==> src/hdl/srs_pkg.sv <==
// shared types and constants for the selective repeat sender
`timescale 1ns / 1ps
package srs_pkg;
  localparam int WindowSizeDef = 6;
  localparam int SeqSpaceDef   = 12;
  localparam int MaxResults    = 6;
  localparam int SumW          = 14;

  localparam logic [1:0] KIND_SEND  = 2'd0;
  localparam logic [1:0] KIND_ACK   = 2'd1;
  localparam logic [1:0] KIND_TIMER = 2'd2;

  localparam logic [1:0] TCMD_NONE  = 2'd0;
  localparam logic [1:0] TCMD_START = 2'd1;
  localparam logic [1:0] TCMD_STOP  = 2'd2;

  localparam logic [1:0] ST_SENT    = 2'd0;
  localparam logic [1:0] ST_REFUSED = 2'd1;
  localparam logic [1:0] ST_ACKED   = 2'd2;
  localparam logic [1:0] ST_IGNORED = 2'd3;

  typedef enum logic [2:0] {
    S_IDLE, S_SUM, S_DECIDE, S_SLIDE, S_SCAN, S_READ, S_OUT
  } state_t;
endpackage

==> src/hdl/srs_if.sv <==
// request channel interfaces of the selective repeat sender
`timescale 1ns / 1ps
interface srs_in_if;
  logic        valid;
  logic        ready;
  logic [1:0]  kind;
  logic [15:0] pkt_seq_in;
  logic [15:0] pkt_ack_in;
  logic [15:0] pkt_sum_in;
  logic [63:0] data_word_low;
  logic [63:0] data_word_mid;
  logic [31:0] data_word_high;
  modport source (output valid, kind, pkt_seq_in, pkt_ack_in, pkt_sum_in,
                  data_word_low, data_word_mid, data_word_high, input ready);
  modport sink (input valid, kind, pkt_seq_in, pkt_ack_in, pkt_sum_in,
                data_word_low, data_word_mid, data_word_high, output ready);
endinterface

interface srs_out_if;
  logic              valid;
  logic              ready;
  logic              has_packet;
  logic [3:0]        out_seq;
  logic signed [13:0] out_sum;
  logic [63:0]       out_word_low;
  logic [63:0]       out_word_mid;
  logic [31:0]       out_word_high;
  logic [1:0]        timer_cmd;
  logic [1:0]        status;
  logic              last;
  modport source (output valid, has_packet, out_seq, out_sum, out_word_low,
                  out_word_mid, out_word_high, timer_cmd, status, last,
                  input ready);
  modport sink (input valid, has_packet, out_seq, out_sum, out_word_low,
                out_word_mid, out_word_high, timer_cmd, status, last,
                output ready);
endinterface

==> src/hdl/selective_repeat_sender.sv <==
// selective repeat arq sender top level
// Usage: requests enter on in_ch (kind plus ack fields and 20 payload bytes);
// results leave on out_ch, one or more per request, the final one with last.
// A send gives one packet result, an ack gives one status result, a timer
// expiry gives one result per resent packet (up to six) or one empty result.
// Every request is worked by a sequencer around one shared adder: the 20
// payload bytes are summed one per cycle, then the window logic decides,
// waiting on a stalled receiver before it writes the result of a send or
// an ack. A taken ack then slides the base one slot per cycle, up to
// SEQ_SPACE slots. A timer expiry scans one slot per cycle, pausing at each
// resent packet for a store read state and an output state that waits on
// the receiver; a closing state ends the request.
// in_ch.ready is high only while the sequencer is idle; a stalled receiver
// holds the result register and the sequencer waits on it.
// Reset (synchronous, rst) clears base, next sequence and all flags; the
// packet store is not cleared, only slots with a running timer are read.
`timescale 1ns / 1ps
module selective_repeat_sender
  import srs_pkg::*;
#(
  parameter int WINDOW_SIZE = WindowSizeDef,
  parameter int SEQ_SPACE   = SeqSpaceDef
) (
  input logic clk,
  input logic rst,
  srs_in_if.sink    in_ch,
  srs_out_if.source out_ch
);
  localparam int SW = (SEQ_SPACE > 1) ? $clog2(SEQ_SPACE) : 1;
  localparam int CW = $clog2(SEQ_SPACE + 1);

  state_t state, state_next;

  // captured request
  logic [1:0]  kind;
  logic [15:0] ack_f, sum_f;
  logic [159:0] data;
  logic [4:0]  byte_cnt;
  logic signed [17:0] acc;

  logic [SW-1:0] window_base, next_sequence;
  logic [SEQ_SPACE-1:0] acked_flags, timing_flags;
  logic [CW-1:0] scan;
  logic [2:0] n_out;

  // packet store
  logic [63:0] stored_low [SEQ_SPACE];
  logic [63:0] stored_mid [SEQ_SPACE];
  logic [31:0] stored_high [SEQ_SPACE];
  logic [SumW-1:0] stored_sum [SEQ_SPACE];
  logic [63:0] rd_low, rd_mid;
  logic [31:0] rd_high;
  logic [SumW-1:0] rd_sum;
  logic [SW-1:0] rd_idx;

  // window test: distance from base below window size
  function automatic logic in_win(input logic [SW-1:0] s, input logic [SW-1:0] b);
    logic [SW:0] d;
    begin
      d = (s >= b) ? ({1'b0, s} - {1'b0, b})
                   : ({1'b0, s} + (SW+1)'(SEQ_SPACE) - {1'b0, b});
      in_win = (32'(d) < WINDOW_SIZE) && (32'(s) < SEQ_SPACE);
    end
  endfunction

  logic [SW-1:0] scan_i;
  assign scan_i = scan[SW-1:0];
  logic [SW-1:0] ack_i;
  assign ack_i = ack_f[SW-1:0];
  logic ack_ok;
  assign ack_ok = (acc == 18'(signed'(sum_f))) && !ack_f[15] &&
                  ({16'd0, ack_f} < 32'(SEQ_SPACE)) && in_win(ack_i, window_base);
  logic scan_hit;
  assign scan_hit = timing_flags[scan_i] && !acked_flags[scan_i] &&
                    in_win(scan_i, window_base);

  // resend candidates beyond the current scan slot, for the last flag
  logic [SEQ_SPACE-1:0] resend_hits, later_slots;
  logic more_hits;
  always_comb begin
    for (int i = 0; i < SEQ_SPACE; i++) begin
      resend_hits[i] = timing_flags[i] && !acked_flags[i] && in_win(SW'(i), window_base);
      later_slots[i] = (i > 32'(scan));
    end
  end
  assign more_hits = |(resend_hits & later_slots);

  logic out_free;
  assign out_free = !out_ch.valid || out_ch.ready;
  assign in_ch.ready = (state == S_IDLE);

  // next state
  always_comb begin
    state_next = state;
    unique case (state)
      S_IDLE:   if (in_ch.valid) state_next = S_SUM;
      S_SUM:    if (byte_cnt == 5'd19) state_next = S_DECIDE;
      S_DECIDE: begin
        if (kind == KIND_TIMER) state_next = S_SCAN;
        else if (out_free) state_next = (kind == KIND_ACK && ack_ok) ? S_SLIDE : S_IDLE;
      end
      S_SLIDE:  if (!acked_flags[window_base] || scan == CW'(SEQ_SPACE)) state_next = S_IDLE;
      S_SCAN: begin
        if (scan == CW'(SEQ_SPACE) || n_out == 3'(MaxResults)) begin
          if (out_free) state_next = S_IDLE;
        end else if (scan_hit) state_next = S_READ;
      end
      S_READ:   state_next = S_OUT;
      S_OUT:    if (out_free) state_next = S_SCAN;
      default:  state_next = S_IDLE;
    endcase
  end

  always_ff @(posedge clk) begin
    if (rst) state <= S_IDLE;
    else state <= state_next;
  end

  // store read port
  always_ff @(posedge clk) begin
    rd_low  <= stored_low[rd_idx];
    rd_mid  <= stored_mid[rd_idx];
    rd_high <= stored_high[rd_idx];
    rd_sum  <= stored_sum[rd_idx];
  end
  assign rd_idx = scan_i;

  // store write port
  logic wr_en;
  assign wr_en = (state == S_DECIDE) && kind == KIND_SEND && out_free &&
                 in_win(next_sequence, window_base);
  always_ff @(posedge clk) begin
    if (wr_en) begin
      stored_low[next_sequence]  <= data[63:0];
      stored_mid[next_sequence]  <= data[127:64];
      stored_high[next_sequence] <= data[159:128];
      stored_sum[next_sequence]  <= SumW'(acc);
    end
  end

  // datapath and control registers
  always_ff @(posedge clk) begin
    if (rst) begin
      window_base <= '0;
      next_sequence <= '0;
      acked_flags <= '0;
      timing_flags <= '0;
      out_ch.valid <= 1'b0;
      scan <= '0;
      n_out <= '0;
      byte_cnt <= '0;
    end else begin
      if (out_ch.valid && out_ch.ready) out_ch.valid <= 1'b0;
      unique case (state)
        S_IDLE: if (in_ch.valid) begin
          kind  <= in_ch.kind;
          ack_f <= in_ch.pkt_ack_in;
          sum_f <= in_ch.pkt_sum_in;
          data  <= {in_ch.data_word_high, in_ch.data_word_mid, in_ch.data_word_low};
          byte_cnt <= '0;
          scan <= '0;
          n_out <= '0;
          // seed accumulator: seq + ack for acks, seq - 1 for sends
          if (in_ch.kind == KIND_SEND) acc <= 18'(next_sequence) - 18'sd1;
          else acc <= 18'(signed'(in_ch.pkt_seq_in)) + 18'(signed'(in_ch.pkt_ack_in));
        end
        S_SUM: begin
          // one payload byte per cycle through the shared adder
          acc <= acc + 18'(data[7:0]);
          data <= {data[7:0], data[159:8]};
          byte_cnt <= byte_cnt + 5'd1;
        end
        S_DECIDE: if (kind != KIND_TIMER && out_free) begin
          out_ch.valid <= 1'b1;
          out_ch.has_packet <= 1'b0;
          out_ch.out_seq <= '0;
          out_ch.out_sum <= '0;
          out_ch.out_word_low <= '0;
          out_ch.out_word_mid <= '0;
          out_ch.out_word_high <= '0;
          out_ch.timer_cmd <= TCMD_NONE;
          out_ch.last <= 1'b1;
          case (kind)
            KIND_SEND: begin
              if (in_win(next_sequence, window_base)) begin
                out_ch.has_packet <= 1'b1;
                out_ch.out_seq <= 4'(next_sequence);
                out_ch.out_sum <= SumW'(acc);
                out_ch.out_word_low <= data[63:0];
                out_ch.out_word_mid <= data[127:64];
                out_ch.out_word_high <= data[159:128];
                out_ch.status <= ST_SENT;
                acked_flags[next_sequence] <= 1'b0;
                if (!timing_flags[next_sequence]) begin
                  timing_flags[next_sequence] <= 1'b1;
                  out_ch.timer_cmd <= TCMD_START;
                end
                next_sequence <= (32'(next_sequence) == SEQ_SPACE - 1) ? '0
                                 : next_sequence + SW'(1);
              end else out_ch.status <= ST_REFUSED;
            end
            KIND_ACK: begin
              if (ack_ok) begin
                out_ch.status <= ST_ACKED;
                acked_flags[ack_i] <= 1'b1;
                if (timing_flags[ack_i]) begin
                  timing_flags[ack_i] <= 1'b0;
                  out_ch.timer_cmd <= TCMD_STOP;
                end
              end else out_ch.status <= ST_IGNORED;
            end
            default: out_ch.status <= ST_IGNORED;
          endcase
        end
        S_SLIDE: if (acked_flags[window_base] && scan != CW'(SEQ_SPACE)) begin
          acked_flags[window_base] <= 1'b0;
          window_base <= (32'(window_base) == SEQ_SPACE - 1) ? '0 : window_base + SW'(1);
          scan <= scan + CW'(1);
        end
        S_SCAN: begin
          if (scan == CW'(SEQ_SPACE) || n_out == 3'(MaxResults)) begin
            if (out_free && n_out == '0) begin
              out_ch.valid <= 1'b1;
              out_ch.has_packet <= 1'b0;
              out_ch.out_seq <= '0;
              out_ch.out_sum <= '0;
              out_ch.out_word_low <= '0;
              out_ch.out_word_mid <= '0;
              out_ch.out_word_high <= '0;
              out_ch.timer_cmd <= TCMD_NONE;
              out_ch.status <= ST_SENT;
              out_ch.last <= 1'b1;
            end
          end else if (!scan_hit) scan <= scan + CW'(1);
        end
        S_OUT: if (out_free) begin
          out_ch.valid <= 1'b1;
          out_ch.has_packet <= 1'b1;
          out_ch.out_seq <= 4'(scan_i);
          out_ch.out_sum <= rd_sum;
          out_ch.out_word_low <= rd_low;
          out_ch.out_word_mid <= rd_mid;
          out_ch.out_word_high <= rd_high;
          out_ch.timer_cmd <= TCMD_START;
          out_ch.status <= ST_SENT;
          // final resend when the cap is reached or no candidate remains
          out_ch.last <= (n_out == 3'(MaxResults - 1)) || !more_hits;
          n_out <= n_out + 3'd1;
          scan <= scan + CW'(1);
        end
        default: ;
      endcase
    end
  end

  // result held steady while the receiver stalls
  a_out_hold: assert property (@(posedge clk) disable iff (rst)
    out_ch.valid && !out_ch.ready |=> out_ch.valid &&
      $stable({out_ch.has_packet, out_ch.out_seq, out_ch.out_sum, out_ch.timer_cmd,
               out_ch.status, out_ch.last}));

  // a slot is never both timed and acknowledged
  a_flags_excl: assert property (@(posedge clk) disable iff (rst)
    (timing_flags & acked_flags) == '0);

  // sequence pointers stay inside the sequence space
  a_ptr_range: assert property (@(posedge clk) disable iff (rst)
    32'(window_base) < SEQ_SPACE && 32'(next_sequence) < SEQ_SPACE);

  // a result without a packet always closes its request
  a_empty_last: assert property (@(posedge clk) disable iff (rst)
    out_ch.valid && !out_ch.has_packet |-> out_ch.last);

  // resend count never passes the cap
  a_nout_cap: assert property (@(posedge clk) disable iff (rst)
    n_out <= 3'(MaxResults));
endmodule

==> src/flat_wrapper.sv <==
// flat-port wrapper written by rule: the top's interface ports become plain ports
module selective_repeat_sender_flat import srs_pkg::*;
#(
  parameter int WINDOW_SIZE = WindowSizeDef,
  parameter int SEQ_SPACE   = SeqSpaceDef
)
  (clk, rst, in_ch_valid, in_ch_kind, in_ch_pkt_seq_in, in_ch_pkt_ack_in, in_ch_pkt_sum_in, in_ch_data_word_low, in_ch_data_word_mid, in_ch_data_word_high, in_ch_ready, out_ch_valid, out_ch_has_packet, out_ch_out_seq, out_ch_out_sum, out_ch_out_word_low, out_ch_out_word_mid, out_ch_out_word_high, out_ch_timer_cmd, out_ch_status, out_ch_last, out_ch_ready);
  srs_in_if in_ch_i ();
  srs_out_if out_ch_i ();
  input logic clk;
  input logic rst;
  input wire logic [$bits(in_ch_i.valid)-1:0] in_ch_valid;
  input wire logic [$bits(in_ch_i.kind)-1:0] in_ch_kind;
  input wire logic [$bits(in_ch_i.pkt_seq_in)-1:0] in_ch_pkt_seq_in;
  input wire logic [$bits(in_ch_i.pkt_ack_in)-1:0] in_ch_pkt_ack_in;
  input wire logic [$bits(in_ch_i.pkt_sum_in)-1:0] in_ch_pkt_sum_in;
  input wire logic [$bits(in_ch_i.data_word_low)-1:0] in_ch_data_word_low;
  input wire logic [$bits(in_ch_i.data_word_mid)-1:0] in_ch_data_word_mid;
  input wire logic [$bits(in_ch_i.data_word_high)-1:0] in_ch_data_word_high;
  output wire logic [$bits(in_ch_i.ready)-1:0] in_ch_ready;
  output wire logic [$bits(out_ch_i.valid)-1:0] out_ch_valid;
  output wire logic [$bits(out_ch_i.has_packet)-1:0] out_ch_has_packet;
  output wire logic [$bits(out_ch_i.out_seq)-1:0] out_ch_out_seq;
  output wire logic [$bits(out_ch_i.out_sum)-1:0] out_ch_out_sum;
  output wire logic [$bits(out_ch_i.out_word_low)-1:0] out_ch_out_word_low;
  output wire logic [$bits(out_ch_i.out_word_mid)-1:0] out_ch_out_word_mid;
  output wire logic [$bits(out_ch_i.out_word_high)-1:0] out_ch_out_word_high;
  output wire logic [$bits(out_ch_i.timer_cmd)-1:0] out_ch_timer_cmd;
  output wire logic [$bits(out_ch_i.status)-1:0] out_ch_status;
  output wire logic [$bits(out_ch_i.last)-1:0] out_ch_last;
  input wire logic [$bits(out_ch_i.ready)-1:0] out_ch_ready;
  assign in_ch_i.valid = in_ch_valid;
  assign in_ch_i.kind = in_ch_kind;
  assign in_ch_i.pkt_seq_in = in_ch_pkt_seq_in;
  assign in_ch_i.pkt_ack_in = in_ch_pkt_ack_in;
  assign in_ch_i.pkt_sum_in = in_ch_pkt_sum_in;
  assign in_ch_i.data_word_low = in_ch_data_word_low;
  assign in_ch_i.data_word_mid = in_ch_data_word_mid;
  assign in_ch_i.data_word_high = in_ch_data_word_high;
  assign in_ch_ready = in_ch_i.ready;
  assign out_ch_valid = out_ch_i.valid;
  assign out_ch_has_packet = out_ch_i.has_packet;
  assign out_ch_out_seq = out_ch_i.out_seq;
  assign out_ch_out_sum = out_ch_i.out_sum;
  assign out_ch_out_word_low = out_ch_i.out_word_low;
  assign out_ch_out_word_mid = out_ch_i.out_word_mid;
  assign out_ch_out_word_high = out_ch_i.out_word_high;
  assign out_ch_timer_cmd = out_ch_i.timer_cmd;
  assign out_ch_status = out_ch_i.status;
  assign out_ch_last = out_ch_i.last;
  assign out_ch_i.ready = out_ch_ready;
  selective_repeat_sender #(.WINDOW_SIZE(WINDOW_SIZE), .SEQ_SPACE(SEQ_SPACE)) u_core (.clk(clk), .rst(rst), .in_ch(in_ch_i), .out_ch(out_ch_i));
endmodule
==> config.mk <==
export PLATFORM = sky130hd
export DESIGN_NAME = selective_repeat_sender_flat
export DESIGN_NICKNAME = d
export VERILOG_FILES = /design/src/hdl/srs_pkg.sv /design/src/hdl/srs_if.sv /design/src/hdl/selective_repeat_sender.sv /design/src/flat_wrapper.sv
export SDC_FILE = /design/constraint.sdc
export NUM_CORES = 2
export LEC_CHECK = 0
export ABC_CLOCK_PERIOD_IN_PS = 27900
export BUFFER_PORTS_ARGS = -buffer_cell sky130_fd_sc_hd__buf_2
export CORE_UTILIZATION = 61
export DETAILED_ROUTE_END_ITERATION = 10
export PLACE_DENSITY = 0.79
export SETUP_SLACK_MARGIN = 0.1
export SYNTH_ARGS = -nofsm -noshare
export SYNTH_HDL_FRONTEND = slang
export SYNTH_SLANG_ARGS = --single-unit
==> constraint.sdc <==
create_clock -name clk -period 27.9 [get_ports clk]
set_input_delay 4.185 -clock clk [delete_from_list [all_inputs] [get_ports clk]]
set_output_delay 4.185 -clock clk [all_outputs]
set_load 0.02 [all_outputs]
==> flow_metrics.tcl <==
set metrics [dict create \
    place_congestion 0.941 \
    routedWlPerCell_um 31.8 \
    synth.mux.area_fraction_pct 11.6 \
    outcome "completed" \
    hold_path.class "reg -> reg" \
    globalRouteTotalUtil_pct 31.8 \
    cts_max_level 5 \
    yosysTopAreaCell "sky130_fd_sc_hd__edfxtp_1" \
    asyncSetResetFlopFracSynth_pct 0 \
    post-cts-setup-buffer-count 0 \
    clkTransAtPathRegs_ns 0.06 \
    cp_max_fo 52 \
    first_iter_violations 8176 \
    vias_per_cell 6.76 \
    compound_gate_fraction_of_synth_area_pct 4.36 \
    slowest_stage "sky130_fd_sc_hd__buf_4" \
    ioPinCount 400 \
    path_cells "buf_2, nor2b_1, nor3_1, nand2_1, buf_4, nor2_4, buf_4, buf_4, buf_4" \
    timing.fmax_mhz 123 \
    synthSimpleGateAreaFrac_pct 5.21 \
    cts_tree "yes" \
    setup_viol_count_final 0 \
    yosys.area_share.xor_xnor_pct 0.462 \
    final_max_slew_viol_count 0 \
    synth_cell_type_count 74 \
    synth_area_sq_mm 0.104 \
    post-route-period-util_pct 29.1 \
    clkPwrFrac_pct 35.5 \
    timing.critical_path.slowest_cell_delay_ns 0.89 \
    power.sequential.fraction_pct 51.1 \
    hold_viol_final 0 \
    synthTopCellsByCount "sky130_fd_sc_hd__edfxtp_1, sky130_fd_sc_hd__nand2_1, sky130_fd_sc_hd__mux4_2" \
    yosys.area.top_type_share_pct 71.5 \
    number_of_instances_resized_during_post_cts_repair 0 \
    switchingPower_w 0.00269 \
    postSynthNetCount 6064 \
    num-fill-cells 9986 \
    ant_nets 0 \
    power.density_mw_per_mm2 87.8 \
    fp.dieH_um 415 \
    post_dp_cell_area_sq_mm 0.109 \
    clock_tree.root_cell "sky130_fd_sc_hd__clkbuf_16" \
    p_leak_nw 39.0 \
    synth-main-ff-cell "sky130_fd_sc_hd__edfxtp_1" \
    placementRows 151 \
    design.die.area_sq_mm 0.173 \
    number_of_cts_inserted_buffers 277 \
    worst_path_most_repeated_cell "sky130_fd_sc_hd__buf_4" \
    synthMostInstantiatedCell "sky130_fd_sc_hd__edfxtp_1" \
    coreArea_sq_mm 0.169 \
    dieWidth_um 415 \
    synth_warnings 0 \
    clock_insertion_delay_worst_skew_ns 0.92 \
    port_buffers 399 \
    arithmetic_cell_share_of_the_synthesized_area_counting_full_adders_half_adders_and_majority_gates_pct 1.22 \
    crit_type "in -> reg" \
    nNetsFinal 6509 \
    ctsLongestPathBuffers 4 \
    remaining_drc_errors 0 \
    grt_first_pass_wirelength_um 397000 \
    peakVddDrop_mv 0.0755 \
    area_growth_pct 12.8 \
    maximum_number_of_pins_on_one_net_before_global_route_repair 143 \
    post-route-cell-area_sq_mm 0.118 \
    dr.pass1.iters 5 \
    timing.critical_path.arrival_ns 8.63 \
    fin_crit_ns 8.12 \
    critPathRequiredTime_ns 28.40 \
    avgSynthCellArea_sq_um 18.1 \
    internal-power_w 0.00764 \
    clock_sinks 2706 \
    timing.clock.skew_ns 0.0570 \
    cts_hold_repair.buffers 0 \
    post-dp-hpwl_um 141000 \
    synth_edf_count 2484 \
    yosysSeqAreaShare_pct 75.8 \
    postSynthRegisterBits 2706 \
    synth_top_cells_by_area "sky130_fd_sc_hd__edfxtp_1, sky130_fd_sc_hd__mux4_2, sky130_fd_sc_hd__dfxtp_1, sky130_fd_sc_hd__nand2_1, sky130_fd_sc_hd__a22o_1" \
    finalSetupTns_ns 0 \
    endpoint_type_of_the_worst_setup_path "register" \
    globalRouteOverflowTotal 0 \
    floorplan.initialDensity_pct 61.5 \
    drv.max_cap_violation_count 0 \
    number_of_global_route_vias_before_repair 59700 \
    synthesis.instances 5755 \
    swShare_pct 26.0 \
    tightest_slew_ns 1.17 \
    worst_max_slew_margin_expressed_relative_to_the_limit_pct 21.8 \
    via_count 58400 \
    drt_wl_total_um 274000 \
    rsz0062_at_grt "false" \
    synth_top_family_by_area "multiplexers" \
    grt_antenna_before_repair 15 \
    layout-drive-gt1-share_pct 22.2 \
    combinational_share_of_power_pct 13.4 \
    setup.worst_path.start_class "primary input" \
]
-- sequential cells by signal (all words and copies together) (netlist names), 12 cells and up --
register	count
u_core.acc	18
u_core.ack_f	16
u_core.acked_flags	12
u_core.data	160
u_core.out_ch.out_sum	14
u_core.out_ch.out_word_high	32
u_core.out_ch.out_word_low	64
u_core.out_ch.out_word_mid	64
u_core.rd_high	32
u_core.rd_low	64
u_core.rd_mid	64
u_core.rd_sum	14
u_core.stored_high	384
u_core.stored_low	768
u_core.stored_mid	768
u_core.stored_sum	168
u_core.sum_f	16
u_core.timing_flags	12
-- through the flow --
step | hold WS [ns] | utilization, % | total power [W] | setup slack [ns] | instances
6_report | 0.485 | 69.4 | 0.0103 | 19.78 | 8629
5_1_grt | 0.495 | 69.4 | 0.0106 | 19.63 | 8627
4_1_cts | 0.487 | 69.4 | 0.0104 | 19.85 | 8617
3_5_place_dp | 0.479 | 64.2 | 0.00671 | 18.99 | 8139
3_3_place_gp | 0.459 | 64.2 | 0.00667 | 19.00 | 8139
2_1_floorplan | 0.439 | - | 0.00620 | 4.68 | 5755
-- path summary, 6_finish.rpt --
check | from | endpoint | slack [ns] | cells past startpoint
setup / recovery | out_ch_ready | u_core.stored_high[1][30] | 19.78 | 9
hold / removal | u_core.byte_cnt[1] | u_core.byte_cnt[1] | 0.49 | 2
setup reg to reg | u_core.window_base[1] | u_core.stored_high[1][30] | 20.23 | 15
hold reg to reg | u_core.byte_cnt[1] | u_core.byte_cnt[1] | 0.49 | 2
-- critical path, delay by kind of cell --
kind,cells,cell delay (ns)
buf+inv,5,2.91
simple gates,4,1.34
-- final cells by class --
| type | count | area, sq um | area share (%) |
|---|---|---|---|
| antenna | 12 | 30.0 | 0.0255 |
| clock buffer | 375 | 7680 | 6.53 |
| clock inverter | 103 | 1150 | 0.980 |
| inverter | 69 | 274 | 0.233 |
| multi-input combinational | 2673 | 23900 | 20.3 |
| sequential | 2706 | 79000 | 67.2 |
| tap | 2218 | 2780 | 2.36 |
| timing repair buffer | 473 | 2740 | 2.33 |
-- layout by cell type (no fill, tap or decap), types with 16 or more instances in the layout --
cell                        netlist  final
sky130_fd_sc_hd__xor2_1          18     18
sky130_fd_sc_hd__clkinv_2         0     35
sky130_fd_sc_hd__buf_4            0     59
sky130_fd_sc_hd__a21oi_1         91     91
sky130_fd_sc_hd__clkbuf_16        0    284
sky130_fd_sc_hd__nand2_1        910    910
sky130_fd_sc_hd__nand2b_1        22     22
sky130_fd_sc_hd__o21ai_0         45     45
sky130_fd_sc_hd__xnor2_1         37     37
sky130_fd_sc_hd__mux4_2         530    530
sky130_fd_sc_hd__buf_2            9    399
sky130_fd_sc_hd__nor3_1          30     30
sky130_fd_sc_hd__inv_1           64     64
sky130_fd_sc_hd__dfxtp_1        222    219
sky130_fd_sc_hd__clkbuf_1       208     68
sky130_fd_sc_hd__nand3_1         18     18
sky130_fd_sc_hd__nor2b_1         16     16
sky130_fd_sc_hd__a31oi_1        185    185
sky130_fd_sc_hd__nor2_1         269    254
sky130_fd_sc_hd__ha_1            84     84
sky130_fd_sc_hd__bufinv_16        0     24
sky130_fd_sc_hd__clkinv_1         4     29
sky130_fd_sc_hd__clkbuf_8         0     23
sky130_fd_sc_hd__a211oi_1        19     19
sky130_fd_sc_hd__edfxtp_1      2484   2484
sky130_fd_sc_hd__a22o_1         173    173
-- power groups by stage --
stage	combinational (W)	sequential [W]	clock, W
2_1_floorplan	0.00101	0.00519	0
3_5_place_dp	0.00138	0.00534	0
3_3_place_gp	0.00136	0.00531	0
4_1_cts	0.00140	0.00526	0.00370
5_1_grt	0.00149	0.00529	0.00383
6_report	0.00139	0.00527	0.00367
-- routing by layer --
layer	vias to the layer above	routed length (um)	part of all wire [%]	track usage (%)
met5	-	8	0.0029	0
met4	2	16400	6.0	18.3
met3	755	26500	9.6	5.46
met2	4107	136000	50	51.7
met1	29900	95600	35	40.8
li1	23600	-	-	-
-- cell families after synthesis --
kind of cell / Yosys count
compound gates: 641
buf+inv: 376
mux: 539
xor+xnor: 55
simple gates: 1343
flops: 2706
fa+ha+maj: 95
Power figures use the tool's default switching activity.
